### src/design/ordered_list_engine_macros.svh
// Assertion macros shared by the ordered list engine RTL.
// No dependencies; included by files that carry concurrent checks.
`ifndef ORDERED_LIST_ENGINE_MACROS_SVH
`define ORDERED_LIST_ENGINE_MACROS_SVH
`ifndef ASSERT_OFF
// Condition must hold on every rising clock edge out of reset
`define OLE_ASSERT(label, clk, rst_n, cond, msg) \
  label: assert property (@(posedge clk) disable iff (!rst_n) (cond)) else $error(msg);
// Antecedent in one cycle implies consequent in the next
`define OLE_ASSERT_NEXT(label, clk, rst_n, ante, cons, msg) \
  label: assert property (@(posedge clk) disable iff (!rst_n) (ante) |=> (cons)) else $error(msg);
`else
`define OLE_ASSERT(label, clk, rst_n, cond, msg)
`define OLE_ASSERT_NEXT(label, clk, rst_n, ante, cons, msg)
`endif
`endif

### src/design/ole_pkg.sv
// Package for the ordered list engine: operation and status codes,
// field widths, default sizes and the memory control struct. No dependencies.
`timescale 1ns / 1ps

package ole_pkg;

  // Default store geometry
  localparam int DEPTH_DEF      = 64;
  localparam int VALUE_BITS_DEF = 32;

  // Fixed field widths
  localparam int OP_W    = 3;
  localparam int IDX_W   = 7;
  localparam int IDXB_W  = 6;
  localparam int VAL_W   = 32;
  localparam int ST_W    = 2;
  localparam int CNT_O_W = 7;

  // Position reported when nothing matches (-1 in 7 bits)
  localparam logic [IDX_W-1:0] NO_POSITION = 7'h7F;

  typedef enum logic [OP_W-1:0] {
    OP_APPEND  = 3'd0,
    OP_INSERT  = 3'd1,
    OP_REMOVE  = 3'd2,
    OP_FIND    = 3'd3,
    OP_TALLY   = 3'd4,
    OP_REVERSE = 3'd5,
    OP_UNIQUE  = 3'd6,
    OP_SWAP    = 3'd7
  } op_e;

  typedef enum logic [ST_W-1:0] {
    ST_OK    = 2'd0,
    ST_FULL  = 2'd1,
    ST_RANGE = 2'd2
  } status_e;

  // Strobes from the sequencer to the store
  typedef struct packed {
    logic re;
    logic we;
  } mem_ctl_t;

endpackage

### src/design/ole_if.sv
// Channel interfaces of the ordered list engine: request, result, config.
// Depends on ole_pkg for field widths.
`timescale 1ns / 1ps

interface ole_req_if;
  logic                              valid;
  logic                              ready;
  logic [ole_pkg::OP_W-1:0]          operation;
  logic signed [ole_pkg::IDX_W-1:0]  index;
  logic [ole_pkg::IDXB_W-1:0]        index_b;
  logic [ole_pkg::VAL_W-1:0]         value;
  modport source (output valid, operation, index, index_b, value, input ready);
  modport sink   (input valid, operation, index, index_b, value, output ready);
endinterface

interface ole_rsp_if;
  logic                              valid;
  logic                              ready;
  logic [ole_pkg::ST_W-1:0]          status;
  logic signed [ole_pkg::IDX_W-1:0]  position;
  logic [ole_pkg::CNT_O_W-1:0]       match_count;
  logic [ole_pkg::CNT_O_W-1:0]       entry_total;
  modport source (output valid, status, position, match_count, entry_total, input ready);
  modport sink   (input valid, status, position, match_count, entry_total, output ready);
endinterface

interface ole_cfg_if;
  logic                              valid;
  logic                              ready;
  logic [ole_pkg::CNT_O_W-1:0]       data;
  modport source (output valid, data, input ready);
  modport sink   (input valid, data, output ready);
endinterface

### src/design/ordered_list_engine.sv
// Channel    | Dir | Carries
// req_i      | in  | operation, index, index_b, value
// rsp_o      | out | status, position, match_count, entry_total
// cfg_i      | in  | max_entries write data
//
// One item at a time. Append and out-of-range items need no store read;
// find and tally stream one store read a cycle; remove and insert walk the
// entries between the index and the count. Unique is a search then a
// compaction pass. Reverse and swap exchange pairs through the single
// store read port. Reset clears the count; the store is not cleared. A
// stalled result holds in its register and blocks the next result.
// Depends on ole_pkg, ole_if, ole_store and ordered_list_engine_macros.svh.
`timescale 1ns / 1ps
`include "ordered_list_engine_macros.svh"

module ordered_list_engine #(
  parameter int DEPTH      = ole_pkg::DEPTH_DEF,
  parameter int VALUE_BITS = ole_pkg::VALUE_BITS_DEF
) (
  input  logic     clk_i,
  input  logic     rst_ni,
  ole_req_if.sink  req_i,
  ole_rsp_if.source rsp_o,
  ole_cfg_if.sink  cfg_i
);

  localparam int AW = (DEPTH > 1) ? $clog2(DEPTH) : 1;
  localparam int CW = $clog2(DEPTH + 1);
  localparam int KW = (CW > ole_pkg::IDX_W) ? CW : ole_pkg::IDX_W;

  localparam logic [2:0] S_IDLE = 3'd0;
  localparam logic [2:0] S_SCAN = 3'd1;
  localparam logic [2:0] S_PACK = 3'd2;
  localparam logic [2:0] S_SHUP = 3'd3;
  localparam logic [2:0] S_SHDN = 3'd4;
  localparam logic [2:0] S_PAIR = 3'd5;
  localparam logic [2:0] S_DONE = 3'd6;

  // Control state
  logic [2:0]              state_q, state_d;
  logic [CW-1:0]           cnt_q, cnt_d;
  logic [ole_pkg::CNT_O_W-1:0] max_q, max_d;
  logic                    ov_q, ov_d;
  logic                    dv_q;
  logic [1:0]              ph_q, ph_d;

  // Working registers
  logic [CW-1:0]           p_q, p_d;
  logic [CW-1:0]           w_q, w_d;
  logic [CW-1:0]           n_q, n_d;
  logic [CW-1:0]           idx_q, idx_d;
  logic [CW-1:0]           mc_q, mc_d;
  logic [AW-1:0]           ta_q;
  logic [VALUE_BITS-1:0]   val_q, val_d;
  logic [VALUE_BITS-1:0]   tmp_q, tmp_d;
  ole_pkg::op_e            op_q, op_d;
  ole_pkg::status_e        st_q, st_d;
  logic [ole_pkg::IDX_W-1:0] pos_q, pos_d;

  // Result register
  ole_pkg::status_e        o_st_q;
  logic [ole_pkg::IDX_W-1:0]   o_pos_q;
  logic [ole_pkg::CNT_O_W-1:0] o_mc_q, o_tot_q;
  logic                    load_out;

  // Store port
  ole_pkg::mem_ctl_t       ctl;
  logic [AW-1:0]           raddr, waddr;
  logic [VALUE_BITS-1:0]   wdata, rdata;

  // Request decode
  logic                    in_fire;
  logic                    idx_neg, full, hit;
  logic [KW-1:0]           cnt_k, idx_k, idxb_k, lim_k;
  logic [VALUE_BITS-1:0]   val_in;
  logic [CW-1:0]           idx_c, idxb_c;

  ole_store #(
    .DEPTH      (DEPTH),
    .VALUE_BITS (VALUE_BITS),
    .AW         (AW)
  ) u_store (
    .clk_i   (clk_i),
    .ctl_i   (ctl),
    .waddr_i (waddr),
    .wdata_i (wdata),
    .raddr_i (raddr),
    .rdata_o (rdata)
  );

  assign req_i.ready = (state_q == S_IDLE);
  assign in_fire     = req_i.valid && req_i.ready;
  assign cfg_i.ready = 1'b1;

  assign idx_neg = req_i.index[ole_pkg::IDX_W-1];
  assign cnt_k   = KW'(cnt_q);
  assign idx_k   = KW'(req_i.index[ole_pkg::IDX_W-1:0]);
  assign idxb_k  = KW'(req_i.index_b);
  assign lim_k   = (KW'(max_q) < KW'(DEPTH)) ? KW'(max_q) : KW'(DEPTH);
  assign full    = (cnt_k >= lim_k);
  assign val_in  = VALUE_BITS'(req_i.value);
  assign idx_c   = CW'(req_i.index[ole_pkg::IDXB_W-1:0]);
  assign idxb_c  = CW'(req_i.index_b);
  assign hit     = dv_q && (rdata == val_q);

  // Sequencer
  always_comb begin
    state_d  = state_q;
    cnt_d    = cnt_q;
    ph_d     = ph_q;
    p_d      = p_q;
    w_d      = w_q;
    n_d      = n_q;
    idx_d    = idx_q;
    mc_d     = mc_q;
    val_d    = val_q;
    tmp_d    = tmp_q;
    op_d     = op_q;
    st_d     = st_q;
    pos_d    = pos_q;
    ctl      = '0;
    raddr    = p_q[AW-1:0];
    waddr    = p_q[AW-1:0];
    wdata    = rdata;
    load_out = 1'b0;

    unique case (state_q)
      S_IDLE: begin
        if (in_fire) begin
          op_d    = ole_pkg::op_e'(req_i.operation);
          val_d   = val_in;
          st_d    = ole_pkg::ST_OK;
          pos_d   = ole_pkg::NO_POSITION;
          mc_d    = '0;
          idx_d   = idx_c;
          state_d = S_DONE;
          unique case (ole_pkg::op_e'(req_i.operation))
            ole_pkg::OP_APPEND: begin
              if (full) begin
                st_d = ole_pkg::ST_FULL;
              end else begin
                ctl.we = 1'b1;
                waddr  = cnt_q[AW-1:0];
                wdata  = val_in;
                cnt_d  = cnt_q + CW'(1);
              end
            end
            ole_pkg::OP_INSERT: begin
              if (full) begin
                st_d = ole_pkg::ST_FULL;
              end else if (idx_neg || (idx_k > cnt_k)) begin
                st_d = ole_pkg::ST_RANGE;
              end else begin
                p_d     = cnt_q - CW'(1);
                n_d     = cnt_q - idx_c;
                state_d = S_SHUP;
              end
            end
            ole_pkg::OP_REMOVE: begin
              if (req_i.index[ole_pkg::IDX_W-1:0] == ole_pkg::NO_POSITION) begin
                st_d = ole_pkg::ST_OK;
              end else if (idx_neg || (idx_k >= cnt_k)) begin
                st_d = ole_pkg::ST_RANGE;
              end else begin
                p_d     = idx_c + CW'(1);
                n_d     = cnt_q - idx_c - CW'(1);
                state_d = S_SHDN;
              end
            end
            ole_pkg::OP_FIND, ole_pkg::OP_TALLY, ole_pkg::OP_UNIQUE: begin
              p_d     = '0;
              n_d     = cnt_q;
              state_d = S_SCAN;
            end
            ole_pkg::OP_REVERSE: begin
              if (cnt_q > CW'(1)) begin
                p_d     = '0;
                w_d     = cnt_q - CW'(1);
                ph_d    = 2'd0;
                state_d = S_PAIR;
              end
            end
            ole_pkg::OP_SWAP: begin
              if (idx_neg || (idx_k >= cnt_k) || (idxb_k >= cnt_k)) begin
                st_d = ole_pkg::ST_RANGE;
              end else begin
                p_d     = idx_c;
                w_d     = idxb_c;
                ph_d    = 2'd0;
                state_d = S_PAIR;
              end
            end
          endcase
        end
      end

      // Linear search: find stops at first hit, tally counts all hits, unique packs after first hit
      S_SCAN: begin
        if (hit && (op_q == ole_pkg::OP_FIND)) begin
          pos_d   = ole_pkg::IDX_W'(ta_q);
          state_d = S_DONE;
        end else if (hit && (op_q == ole_pkg::OP_UNIQUE)) begin
          p_d     = CW'(ta_q) + CW'(1);
          w_d     = CW'(ta_q) + CW'(1);
          n_d     = cnt_q - CW'(ta_q) - CW'(1);
          state_d = S_PACK;
        end else begin
          if (hit) begin
            mc_d = mc_q + CW'(1);
          end
          if (n_q != '0) begin
            ctl.re = 1'b1;
            p_d    = p_q + CW'(1);
            n_d    = n_q - CW'(1);
          end else if (!dv_q) begin
            state_d = S_DONE;
          end
        end
      end

      // Compaction: later copies of the value are dropped
      S_PACK: begin
        if (dv_q && !hit) begin
          ctl.we = 1'b1;
          waddr  = w_q[AW-1:0];
          w_d    = w_q + CW'(1);
        end
        if (n_q != '0) begin
          ctl.re = 1'b1;
          p_d    = p_q + CW'(1);
          n_d    = n_q - CW'(1);
        end else if (!dv_q) begin
          cnt_d   = w_q;
          state_d = S_DONE;
        end
      end

      // Insert: walk down, each entry moves one slot up, then place the value
      S_SHUP: begin
        if (dv_q) begin
          ctl.we = 1'b1;
          waddr  = ta_q + AW'(1);
        end
        if (n_q != '0) begin
          ctl.re = 1'b1;
          p_d    = p_q - CW'(1);
          n_d    = n_q - CW'(1);
        end else if (!dv_q) begin
          ctl.we  = 1'b1;
          waddr   = idx_q[AW-1:0];
          wdata   = val_q;
          cnt_d   = cnt_q + CW'(1);
          state_d = S_DONE;
        end
      end

      // Remove: walk up, each entry moves one slot down
      S_SHDN: begin
        if (dv_q) begin
          ctl.we = 1'b1;
          waddr  = ta_q - AW'(1);
        end
        if (n_q != '0) begin
          ctl.re = 1'b1;
          p_d    = p_q + CW'(1);
          n_d    = n_q - CW'(1);
        end else if (!dv_q) begin
          cnt_d   = cnt_q - CW'(1);
          state_d = S_DONE;
        end
      end

      // Pair exchange: read the first entry, read the second, write the first, write the second
      S_PAIR: begin
        unique case (ph_q)
          2'd0: begin
            ctl.re = 1'b1;
            ph_d   = 2'd1;
          end
          2'd1: begin
            ctl.re = 1'b1;
            raddr  = w_q[AW-1:0];
            tmp_d  = rdata;
            ph_d   = 2'd2;
          end
          2'd2: begin
            ctl.we = 1'b1;
            ph_d   = 2'd3;
          end
          default: begin
            ctl.we = 1'b1;
            waddr  = w_q[AW-1:0];
            wdata  = tmp_q;
            if ((op_q == ole_pkg::OP_REVERSE) && ((p_q + CW'(2)) < w_q)) begin
              ctl.re = 1'b1;
              raddr  = p_q[AW-1:0] + AW'(1);
              p_d    = p_q + CW'(1);
              w_d    = w_q - CW'(1);
              ph_d   = 2'd1;
            end else begin
              state_d = S_DONE;
            end
          end
        endcase
      end

      // Hand the result to the output register once it is free
      S_DONE: begin
        if (!ov_q || rsp_o.ready) begin
          load_out = 1'b1;
          state_d  = S_IDLE;
        end
      end

      default: begin
        state_d = S_IDLE;
      end
    endcase
  end

  // Config register and output valid
  always_comb begin
    max_d = max_q;
    if (cfg_i.valid && cfg_i.ready) begin
      max_d = cfg_i.data;
    end
    ov_d = ov_q;
    if (load_out) begin
      ov_d = 1'b1;
    end else if (rsp_o.ready) begin
      ov_d = 1'b0;
    end
  end

  // Control registers
  always_ff @(posedge clk_i or negedge rst_ni) begin
    if (!rst_ni) begin
      state_q <= S_IDLE;
      cnt_q   <= '0;
      max_q   <= ole_pkg::CNT_O_W'(64);
      ov_q    <= 1'b0;
      dv_q    <= 1'b0;
      ph_q    <= 2'd0;
    end else begin
      state_q <= state_d;
      cnt_q   <= cnt_d;
      max_q   <= max_d;
      ov_q    <= ov_d;
      dv_q    <= ctl.re;
      ph_q    <= ph_d;
    end
  end

  // Working and result registers
  always_ff @(posedge clk_i) begin
    p_q   <= p_d;
    w_q   <= w_d;
    n_q   <= n_d;
    idx_q <= idx_d;
    mc_q  <= mc_d;
    val_q <= val_d;
    tmp_q <= tmp_d;
    op_q  <= op_d;
    st_q  <= st_d;
    pos_q <= pos_d;
    if (ctl.re) begin
      ta_q <= raddr;
    end
    if (load_out) begin
      o_st_q  <= st_q;
      o_pos_q <= pos_q;
      o_mc_q  <= ole_pkg::CNT_O_W'(mc_q);
      o_tot_q <= ole_pkg::CNT_O_W'(cnt_q);
    end
  end

  assign rsp_o.valid       = ov_q;
  assign rsp_o.status      = o_st_q;
  assign rsp_o.position    = o_pos_q;
  assign rsp_o.match_count = o_mc_q;
  assign rsp_o.entry_total = o_tot_q;

  // Checks
  `OLE_ASSERT(a_cnt_bound, clk_i, rst_ni, KW'(cnt_q) <= KW'(DEPTH), "entry count above depth")
  `OLE_ASSERT(a_port_clash, clk_i, rst_ni, !(ctl.re && ctl.we && (raddr == waddr)), "read and write hit one entry")
  `OLE_ASSERT_NEXT(a_busy_after_accept, clk_i, rst_ni, in_fire, state_q != S_IDLE, "item accepted but sequencer idle")
  `OLE_ASSERT_NEXT(a_result_loaded, clk_i, rst_ni, load_out, ov_q, "result load lost")

endmodule

### src/design/ole_store.sv
// List store: one write port, one read port, read data registered.
// Depends on ole_pkg for the control struct.
`timescale 1ns / 1ps

module ole_store #(
  parameter int DEPTH      = ole_pkg::DEPTH_DEF,
  parameter int VALUE_BITS = ole_pkg::VALUE_BITS_DEF,
  parameter int AW         = (DEPTH > 1) ? $clog2(DEPTH) : 1
) (
  input  logic                  clk_i,
  input  ole_pkg::mem_ctl_t     ctl_i,
  input  logic [AW-1:0]         waddr_i,
  input  logic [VALUE_BITS-1:0] wdata_i,
  input  logic [AW-1:0]         raddr_i,
  output logic [VALUE_BITS-1:0] rdata_o
);

  logic [VALUE_BITS-1:0] mem [DEPTH];
  logic [VALUE_BITS-1:0] rdata_q;

  // Synchronous write and registered read
  always_ff @(posedge clk_i) begin
    if (ctl_i.we) begin
      mem[waddr_i] <= wdata_i;
    end
    if (ctl_i.re) begin
      rdata_q <= mem[raddr_i];
    end
  end

  assign rdata_o = rdata_q;

endmodule

### src/flat_wrapper.sv
// flat-port wrapper written by rule: the top's interface ports become plain ports
module ordered_list_engine_flat 
#(
  parameter int DEPTH      = ole_pkg::DEPTH_DEF,
  parameter int VALUE_BITS = ole_pkg::VALUE_BITS_DEF
)
  (clk_i, rst_ni, req_i_valid, req_i_operation, req_i_index, req_i_index_b, req_i_value, req_i_ready, rsp_o_valid, rsp_o_status, rsp_o_position, rsp_o_match_count, rsp_o_entry_total, rsp_o_ready, cfg_i_valid, cfg_i_data, cfg_i_ready);
  ole_req_if req_i_i ();
  ole_rsp_if rsp_o_i ();
  ole_cfg_if cfg_i_i ();
  input  logic clk_i;
  input  logic rst_ni;
  input wire logic [$bits(req_i_i.valid)-1:0] req_i_valid;
  input wire logic [$bits(req_i_i.operation)-1:0] req_i_operation;
  input wire logic [$bits(req_i_i.index)-1:0] req_i_index;
  input wire logic [$bits(req_i_i.index_b)-1:0] req_i_index_b;
  input wire logic [$bits(req_i_i.value)-1:0] req_i_value;
  output wire logic [$bits(req_i_i.ready)-1:0] req_i_ready;
  output wire logic [$bits(rsp_o_i.valid)-1:0] rsp_o_valid;
  output wire logic [$bits(rsp_o_i.status)-1:0] rsp_o_status;
  output wire logic [$bits(rsp_o_i.position)-1:0] rsp_o_position;
  output wire logic [$bits(rsp_o_i.match_count)-1:0] rsp_o_match_count;
  output wire logic [$bits(rsp_o_i.entry_total)-1:0] rsp_o_entry_total;
  input wire logic [$bits(rsp_o_i.ready)-1:0] rsp_o_ready;
  input wire logic [$bits(cfg_i_i.valid)-1:0] cfg_i_valid;
  input wire logic [$bits(cfg_i_i.data)-1:0] cfg_i_data;
  output wire logic [$bits(cfg_i_i.ready)-1:0] cfg_i_ready;
  assign req_i_i.valid = req_i_valid;
  assign req_i_i.operation = req_i_operation;
  assign req_i_i.index = req_i_index;
  assign req_i_i.index_b = req_i_index_b;
  assign req_i_i.value = req_i_value;
  assign req_i_ready = req_i_i.ready;
  assign rsp_o_valid = rsp_o_i.valid;
  assign rsp_o_status = rsp_o_i.status;
  assign rsp_o_position = rsp_o_i.position;
  assign rsp_o_match_count = rsp_o_i.match_count;
  assign rsp_o_entry_total = rsp_o_i.entry_total;
  assign rsp_o_i.ready = rsp_o_ready;
  assign cfg_i_i.valid = cfg_i_valid;
  assign cfg_i_i.data = cfg_i_data;
  assign cfg_i_ready = cfg_i_i.ready;
  ordered_list_engine #(.DEPTH(DEPTH), .VALUE_BITS(VALUE_BITS)) u_core (.clk_i(clk_i), .rst_ni(rst_ni), .req_i(req_i_i), .rsp_o(rsp_o_i), .cfg_i(cfg_i_i));
endmodule
### config.mk
export PLATFORM = sky130hd
export DESIGN_NAME = ordered_list_engine_flat
export DESIGN_NICKNAME = d
export VERILOG_FILES = /design/src/design/ole_pkg.sv /design/src/design/ole_if.sv /design/src/design/ordered_list_engine.sv /design/src/design/ole_store.sv /design/src/flat_wrapper.sv
export VERILOG_INCLUDE_DIRS = /design/src /design/src/design
export SDC_FILE = /design/constraint.sdc
export NUM_CORES = 2
export LEC_CHECK = 0
export ABC_AREA = 1
export BUFFER_PORTS_ARGS = -buffer_cell sky130_fd_sc_hd__buf_2
export CORE_AREA = 3 3 414 416
export CTS_CLUSTER_DIAMETER = 200
export DETAILED_ROUTE_END_ITERATION = 6
export DIE_AREA = 0 0 417 419
export PLACE_DENSITY = 0.76
export SYNTH_ARGS = -nofsm -noshare
export SYNTH_HDL_FRONTEND = slang
export SYNTH_SLANG_ARGS = --single-unit
### constraint.sdc
create_clock -name clk_i -period 6 [get_ports clk_i]
set_clock_uncertainty 0.15 [all_clocks]
set_input_delay 0.9 -clock clk_i [delete_from_list [all_inputs] [get_ports clk_i]]
set_output_delay 0.9 -clock clk_i [all_outputs]
set_load 0.05 [all_outputs]
==> summary.txt <==
Die
  • Die area: 175000 um2
  • Site Rows: 150
  • Core Box Area: 168000 um2
  • Ports: 86
  • Die Ht: 419 um
  • Die X-Extent: roughly 420 um
  • Initial core utilization: 60.0%

Power and ir drop
  • Clk network pwr share: approximately 19%
  • Comb power frac: 46.1%
  • LEAKAGE: 43.4 nW
  • Net Switching: about 31 mW
  • VDD IR max: 869 uV
  • Switching power share of the total: 44.8%
  • Internal power: 37.9 mW
  • Pwr Density: 616 nW/um2
  • Seq pwr share: between 30% and 40%

Clock tree
  • CTS tree: built
  • Clk_lat worst skew: 860 ps
  • Cts bufs inserted: 219
  • Num Clock Sinks: about 2200
  • Root buffer cell: clkbuf_16
  • H-tree levels: 4
  • Clock transition at the registers of the reported paths: roughly 60 ps
  • Worst-case clock buffer depth: 3
  • Buffer count from post-CTS setup fixing: 0

Timing
  • Final setup vio count: 0
  • Setup TNS Final: 0 ps
  • RSZ-0062 raised after global routing: no
  • Fmax: 197 MHz
  • Pin slew with the least headroom to its limit: 1440 ps
  • Slew Limit Fails: 0
  • Slew headroom: 4.16%
  • Final hold vios: 0
  • Tcrit/Tclk final: between 80% and 90%
  • Fin crit period: about 5100 ps

Logic synthesis
  • Post-Syn Instances: 9557
  • Compound-Gate Fraction of Synth Area: 2.16%
  • Post-Synth Adder-Cell Area: 0.819%
  • Mux contribution to synthesized area: less than 1%
  • Synth Cell Area: between 100000 and 150000 um2
  • YS warnings: 0
  • Seq cells post-synth: 2240
  • Syn avg cell area: 10.5 um2
  • EDFF count, synth: 2219
  • Share of flip-flops with an asynchronous set or reset: 0.938%
  • Main combinational cell family by area after synthesis: simple AND/OR/NAND/NOR gates
  • Main synth FF type: edfxtp_1
  • Register area share after synthesis: 66.8%
  • Net count after synthesis: 9681
  • Xor and xnor area share after synthesis: less than 1%
  • Netlist cell types: 57
  • Simple-gate share of the synthesized area: around a quarter

Global routing
  • Initial antenna violation count: 10
  • Global-route wire length before repair: 449 mm
  • Largest net degree at the start of global routing: 172
  • Grt ovf: 0
  • Number of global-route vias before repair: 70100
  • Total track usage: between 30% and 40%

Detailed routing
  • # DRC: 0
  • Antenna Violating Nets Remaining: 0
  • Drt total wl: 306 mm
  • Vias/cell: 6.29
  • DR iter-0 viols: 11700
  • Vias: roughly 75000
  • Pre-antenna DRT Iters: 7
  • WL per Instance: between 20 and 30 um

Place
  • Post-placement cell count: approximately 11000
  • GPL Wtd Cong: 0.977
  • DP Wirelength: 175 mm
  • IO Port Bufs: 84

Setup path
  • Critical Path AT: about 5600 ps
  • CP Class: reg2reg
  • Critical-path maximum fanout: 37
  • Crit start category: flip-flop
  • Data required time of the critical path: 6560 ps
  • Reg-to-reg slack, setup: around 940 ps
  • R2R cell count: 20
  • CP Capture Type: flip-flop
  • RR Startpoint: u_core.p_q[2]
  • CP startpoint: u_core.p_q[2]
  • R2r endpoint: u_core.u_store.rdata_o[0]

Final layout
  • Area delta synth->final: 11.0%
  • Multi-input gate area: 28800 um2
  • Non-Filler Instances: 11900
  • N_diodes: 0
  • Fill cells: 12100
  • Sequential cell area: approximately 67000 um2
  • Nets: 9635
  • Share of cells above drive strength 1: under 10%

Worst hold path
  • Worst Hold Class: in2reg
  • Hold Path End: u_core.val_q[6]
  • Min-Delay Path Depth: 1
  • Hold Path Origin: req_i_value[6]

Run
  • Max-cap viol count: 0

Run status
  • Status: finished, final reports clean
==> metrics by stage <==
stage	cell area [um2]	worst slack [ps]	total power, mW	hold WS (ps)	utilization (%)
after global routing	112000	735	71.2	62.8	66.6
after CTS	112000	1060	67.6	38.2	66.6
final	112000	935	68.8	91.7	66.6
after floorplan	101000	650	41.6	250	-
after detailed placement	105000	1090	54.5	255	62.5
after global placement	105000	1120	53.8	254	62.5
==> placed cells by master, fill, tap and decap left out, drive strengths merged, types with 112 or more instances in the layout <==
cell type and n:
nand3b 128, clkinv 112, nor2 222, nand3 2271
o21ai 178, buf 353, nand2 2797, edfxtp 2219
inv 704, clkbuf 271
==> kinds of logic (layout without fill, tap and decap cells) <==
family / after synthesis / count (layout)
flip-flops: 2240 / 2240
AND/OR/NAND/NOR: 5501 / 5501
other: 1 / 1
XOR/XNOR: 48 / 48
adder cells (fa/ha/maj): 64 / 64
AO/OA/AOI/OAI: 376 / 376
multiplexers: 5 / 5
buffers and inverters: 1322 / 1459
==> power groups by stage <==
stage / combinational (mW) / clock [mW] / sequential, mW
after floorplan: 17.2 / 0 / 24.4
after CTS: 30.5 / 13.3 / 23.8
after global routing: 33.4 / 14.0 / 23.9
final: 31.7 / 13.3 / 23.8
after detailed placement: 30.4 / 0 / 24.1
after global placement: 29.8 / 0 / 24.0
==> layout make-up <==
cell class / instances / area share, %
inverter: 701 / 2.37
clock buffer: 271 / 5.12
timing repair buffer: 354 / 3.02
tap: 2204 / 2.47
clock inverter: 133 / 0.997
sequential: 2240 / 60.2
multi-input combinational: 5995 / 25.8
==> worst max-delay path by stage <==
stage / cells after the start / end
final: 20 / u_core.u_store.rdata_o[0]
after CTS: 23 / u_core.u_store.rdata_o[26]
after global routing: 23 / u_core.u_store.rdata_o[26]
after global placement: 23 / u_core.u_store.rdata_o[26]
after floorplan: 14 / u_core.ta_q[0]
after detailed placement: 15 / u_core.u_store.mem[3][31]
==> registers in the layout, summed over array words and instances, names as in the netlist, 32 cells and up <==
signal,flops
u_core.val_q,32
u_core.u_store.rdata_o,32
u_core.u_store.mem,2048
u_core.tmp_q,32
==> what timing repair did <==
action,in CTS,in global routing
gates resized for setup,0,0
hold buffers,1,0
endpoints found under the hold margin,20,0
==> per-layer routing <==
layer	routed length [um]	share of wire [%]	vias to the layer above	global-route usage (%)
met2	136000	44	5340	51.7
met3	40800	13	863	8.42
li1	-	-	32900	-
met1	109000	36	35800	46.1
met4	20200	6.6	4	20.5
met5	32	0.010	-	0
==> cell usage after synthesis (3+ instances only) <==
cell type	n	share of area (%)
fa_1	3	0.060
o22ai_1	9	0.056
mux2_2	5	0.056
o21ai_0	168	0.84
inv_1	684	2.6
buf_1	32	0.12
nor3b_1	3	0.022
ha_1	61	0.76
nor4_1	4	0.025
nor2_1	210	0.78
nand3b_1	128	0.96
clkinv_1	3	0.011
xnor2_1	25	0.22
buf_4	36	0.27
xor2_1	23	0.20
nand2_4	4	0.045
dfrtp_1	20	0.50
inv_2	12	0.045
o21ai_1	9	0.045
o2111ai_1	26	0.23
nand2_1	2782	10
o221ai_1	12	0.10
nand3_1	2261	11
nand4_1	32	0.20
buf_6	7	0.078
a211oi_1	6	0.045
a31oi_1	4	0.025
nor3_1	20	0.10
o21a_1	3	0.022
nor2_2	5	0.031
a21oi_1	104	0.52
nand3_2	10	0.10
buf_2	342	1.7
clkbuf_1	204	0.76
nor2_4	5	0.056
o211ai_1	18	0.13
o211a_1	3	0.030
nand2_2	11	0.068
o21bai_1	3	0.022
or2_2	22	0.14
edfxtp_1	2219	66
==> critical path, stage by stage (launching register included) <==
cell and delay [ps]:
edfxtp_1 560, ha_1 260, nand2_1 60, nor2_1 110, xor2_1 250, ha_1 280, nand2_1 70, a21oi_1 40
nor2_1 210, nand2_4 140, inv_2 80, nand2_1 110, o211ai_1 620, buf_12 240, buf_4 450, nand3_1 170
nand3_1 110, nand3_1 80, nand3_1 260, nand3_1 430, nand2_1 210
Power figures use the tool's default switching activity.
